**src/design/mmr_ram.sv**
```systemverilog
module mmr_ram #(
  parameter int unsigned Width = 64,
  parameter int unsigned Depth = 16
) (
  input  logic                     clk_i,
  input  logic                     we_i,
  input  logic [$clog2(Depth)-1:0] waddr_i,
  input  logic [Width-1:0]         wdata_i,
  input  logic [$clog2(Depth)-1:0] raddr_i,
  output logic [Width-1:0]         rdata_o
);

  logic [Width-1:0] mem_q [Depth];

  always_ff @(posedge clk_i) begin
    if (we_i) begin
      mem_q[waddr_i] <= wdata_i;
    end
    rdata_o <= mem_q[raddr_i];
  end

endmodule

```
**config.mk**
```make
export PLATFORM = sky130hd
export DESIGN_NAME = mmr_ram
export DESIGN_NICKNAME = d
export VERILOG_FILES = /design/src/design/mmr_ram.sv
export SDC_FILE = /design/constraint.sdc
export NUM_CORES = 1
export LEC_CHECK = 0
export BUFFER_PORTS_ARGS = -buffer_cell sky130_fd_sc_hd__clkbuf_2
export CAP_MARGIN = 20
export CORE_MARGIN = 5
export CORE_UTILIZATION = 40
export CTS_BUF_LIST = sky130_fd_sc_hd__clkbuf_16
export DETAILED_ROUTE_END_ITERATION = 12
export PLACE_DENSITY_LB_ADDON = 0.05
export REMOVE_ABC_BUFFERS = 1
export SLEW_MARGIN = 20
export SYNTH_ARGS = -nofsm -noshare
export SYNTH_HDL_FRONTEND = slang
export SYNTH_SLANG_ARGS = --single-unit
```
**constraint.sdc**
```tcl
create_clock -name clk_i -period 9.84 [get_ports clk_i]
set_clock_uncertainty 0.1 [all_clocks]
set_input_delay 1.968 -clock clk_i [delete_from_list [all_inputs] [get_ports clk_i]]
set_output_delay 1.968 -clock clk_i [all_outputs]
set_load 0.03 [all_outputs]
```
==> run summary <==
Outcome - complete, no violations
Total power draw - 9.836 mW
Die area - 0.1053 mm^2
Worst setup startpoint - raddr_i[0]
Post-route ant nets - 0
Final Max Tran Viols - 0
First-pass GRT wire length - 135.4 mm
Synth warnings - 0
Clk root buf - clkbuf_16
Vias per cell - 5.472
# resized after CTS - 0
Post-Syn Area - 0.03958 mm^2
Largest net degree at the start of global routing - 119
FF-to-FF setup slack - 8380 ps
Worst hold start - mem_q[6][59]
WL per Instance - 28.68 um
Core Rows - 115
Max-slew headroom - 28.76%
R2R depth - 3
Share of layout cells above drive strength 1 - 30.86%
GRT Util Overall - 17.59%
Hold Crit Depth - 3
Grt total ovfl - 0
RePlAce Congestion - 0.6780
CTS Hold Bufs - 0
FF+latch count, synth - 1,088
Max Cap Violations - 0
Latest clock arrival within the worst-skew pair - 670 ps
IO Pins - 138
Sequential-to-total area share from yosys stat - 80.92%
Final setup vio count - 0
P_leak - 14.74 nW
Final Hold Vio Count - 0
Critical Path End Type - flop
Post-CTS setup buffers - 0
Core area - 0.09828 mm^2
Final nets - 1,929
Worst min path class - flop to flop
Critical path class - primary input to flop
Cell variety after synth - 18
Reg-to-Reg End - rdata_o[32]
CP Max Fanout - 102
Crit start category - primary input
Setup_tns - 0 ps
CP Data Arrival Time - 4690 ps
DRC - 0
Number of global-route vias before repair - 19,110
Pre-Repair DR Iteration Count - 5
FMAX - 235.3 MHz
CTS tree - built
Routed wire length - 93.02 mm
Synth top area cells - edfxtp_1 78%, mux4_2 15%, dfxtp_1 3.2%, a22oi_1 2.4%, nand2_1 0.62%
RSZ-0062 raised after global routing - no
Top cell type by total area after synthesis - edfxtp_1
Worst path required time - 10,280 ps
Port Buffer Count - 137
Clock sink total - 1,088
Initial antenna violation count - 5
Layout area overhead - 15.23%
DR vias - 17,750
Post-synth top area share - 77.69%
Initial DRC Count - 1,540
Clk buf depth - 3
Fin crit period - 4250 ps
Worst Hold Path EP - rdata_o[59]
PwrDens - 215.7 mW/mm^2
Max H-tree Level - 3
Ratio of final minimum period to clock period - 43.20%
Synthesized instance count - 1,647
Die Y - 324.6 um
VDD IR max - 0.1393 mV
CTS buffer count - 113
Clk slew on worst S/H paths - 60 ps
Chip width - 324.6 um
Worst slew pin tran - 1069 ps
Dpl hpwl - 44.98 mm
Initial Utilization - 40.28%
RR Startpoint - mem_q[2][32]
Synth Area per Inst - 24.03 um^2
[registers in the layout, indices dropped and copies added, names as in the netlist]
name / count
rdata_o: 64
mem_q: 1024
[metal layers]
metal | track usage, % | vias up | part of all wire, %
li1 | - | 7490 | -
met1 | 24.85 | 9667 | 44
met2 | 28.73 | 451 | 49
met3 | 3.403 | 131 | 5.4
met4 | 4.163 | 6 | 1.8
met5 | 0 | - | 0.037
[cells by family after synthesis]
kind of cell | after synthesis | share of synthesized area (%)
and+or+nand+nor | 91 | 0.9420
muxes | 256 | 14.57
buffers and inverters | 84 | 1.141
AOI/OAI and AO/OA | 128 | 2.428
DFF | 1088 | 80.92
[stage by stage]
| step | utilization [%] | hold slack, ps | std cells | worst slack (ps) | instance area, um^2 |
|---|---|---|---|---|---|
| 2_1_floorplan | - | 534.9 | 1563 | 2343 | 39130 |
| 3_3_place_gp | 42.62 | 556.8 | 3024 | 4732 | 41880 |
| 3_5_place_dp | 42.67 | 560.8 | 3026 | 4740 | 41940 |
| 4_1_cts | 46.37 | 567.6 | 3240 | 5460 | 45570 |
| 5_1_grt | 46.41 | 590.1 | 3241 | 5209 | 45610 |
| 6_report | 46.41 | 567.3 | 3243 | 5590 | 45610 |
[cell usage in the layout, fill, tap and decap left out, drive strengths merged]
| master | instances |
|---|---|
| nand3b | 2 |
| and2 | 1 |
| nand2b | 2 |
| nor2b | 2 |
| nand2 | 65 |
| diode | 2 |
| nor3 | 4 |
| clkbuf | 254 |
| bufinv | 10 |
| inv | 40 |
| mux4 | 256 |
| or3b | 1 |
| buf | 42 |
| a22oi | 128 |
| clkinv | 43 |
| clkinvlp | 2 |
| edfxtp | 1024 |
| nor2 | 13 |
| dfxtp | 64 |
| nand3 | 1 |
[Yosys cell counts (all sizes together)]
master,count
edfxtp,1024
mux4,256
a22oi,128
nand2,65
dfxtp,64
buf,48
clkbuf,36
nor2,13
nor3,4
nand2b,2
nand3b,2
nor2b,2
and2,1
nand3,1
or3b,1
[worst max-delay path: stages]
cell	delay, ps
buf_8	470
buf_4	480
buf_12	640
mux4_2	600
a22oi_1	210
nand2_1	80
[worst max-delay path by stage]
| stage | slack (ps) | depth (start not counted) | end |
|---|---|---|---|
| floorplan | 2340 | 2 | mem_q[0][0] |
| global placement | 4730 | 6 | rdata_o[2] |
| detailed placement | 4740 | 6 | rdata_o[31] |
| CTS | 5460 | 6 | rdata_o[39] |
| global route | 5210 | 6 | rdata_o[39] |
| finish | 5590 | 6 | rdata_o[39] |
[where the power goes]
part / internal, mW / switching, mW / total, mW
combinational: 0.179 / 0.319 / 0.497
clock: 2.42 / 1.70 / 4.12
sequential: 5.18 / 0.0356 / 5.22
[final cells by class]
type / instances / area (um^2)
diodes: 2 / 5.005
clock buffers: 119 / 2978
clock inverters: 95 / 656.9
fillers: 8181 / 52670
multi-input cells: 475 / 7234
flip-flops and latches: 1088 / 32030
well taps: 1287 / 1610
repair buffers: 177 / 1095
No activity file was read; power rests on OpenSTA's default activity.
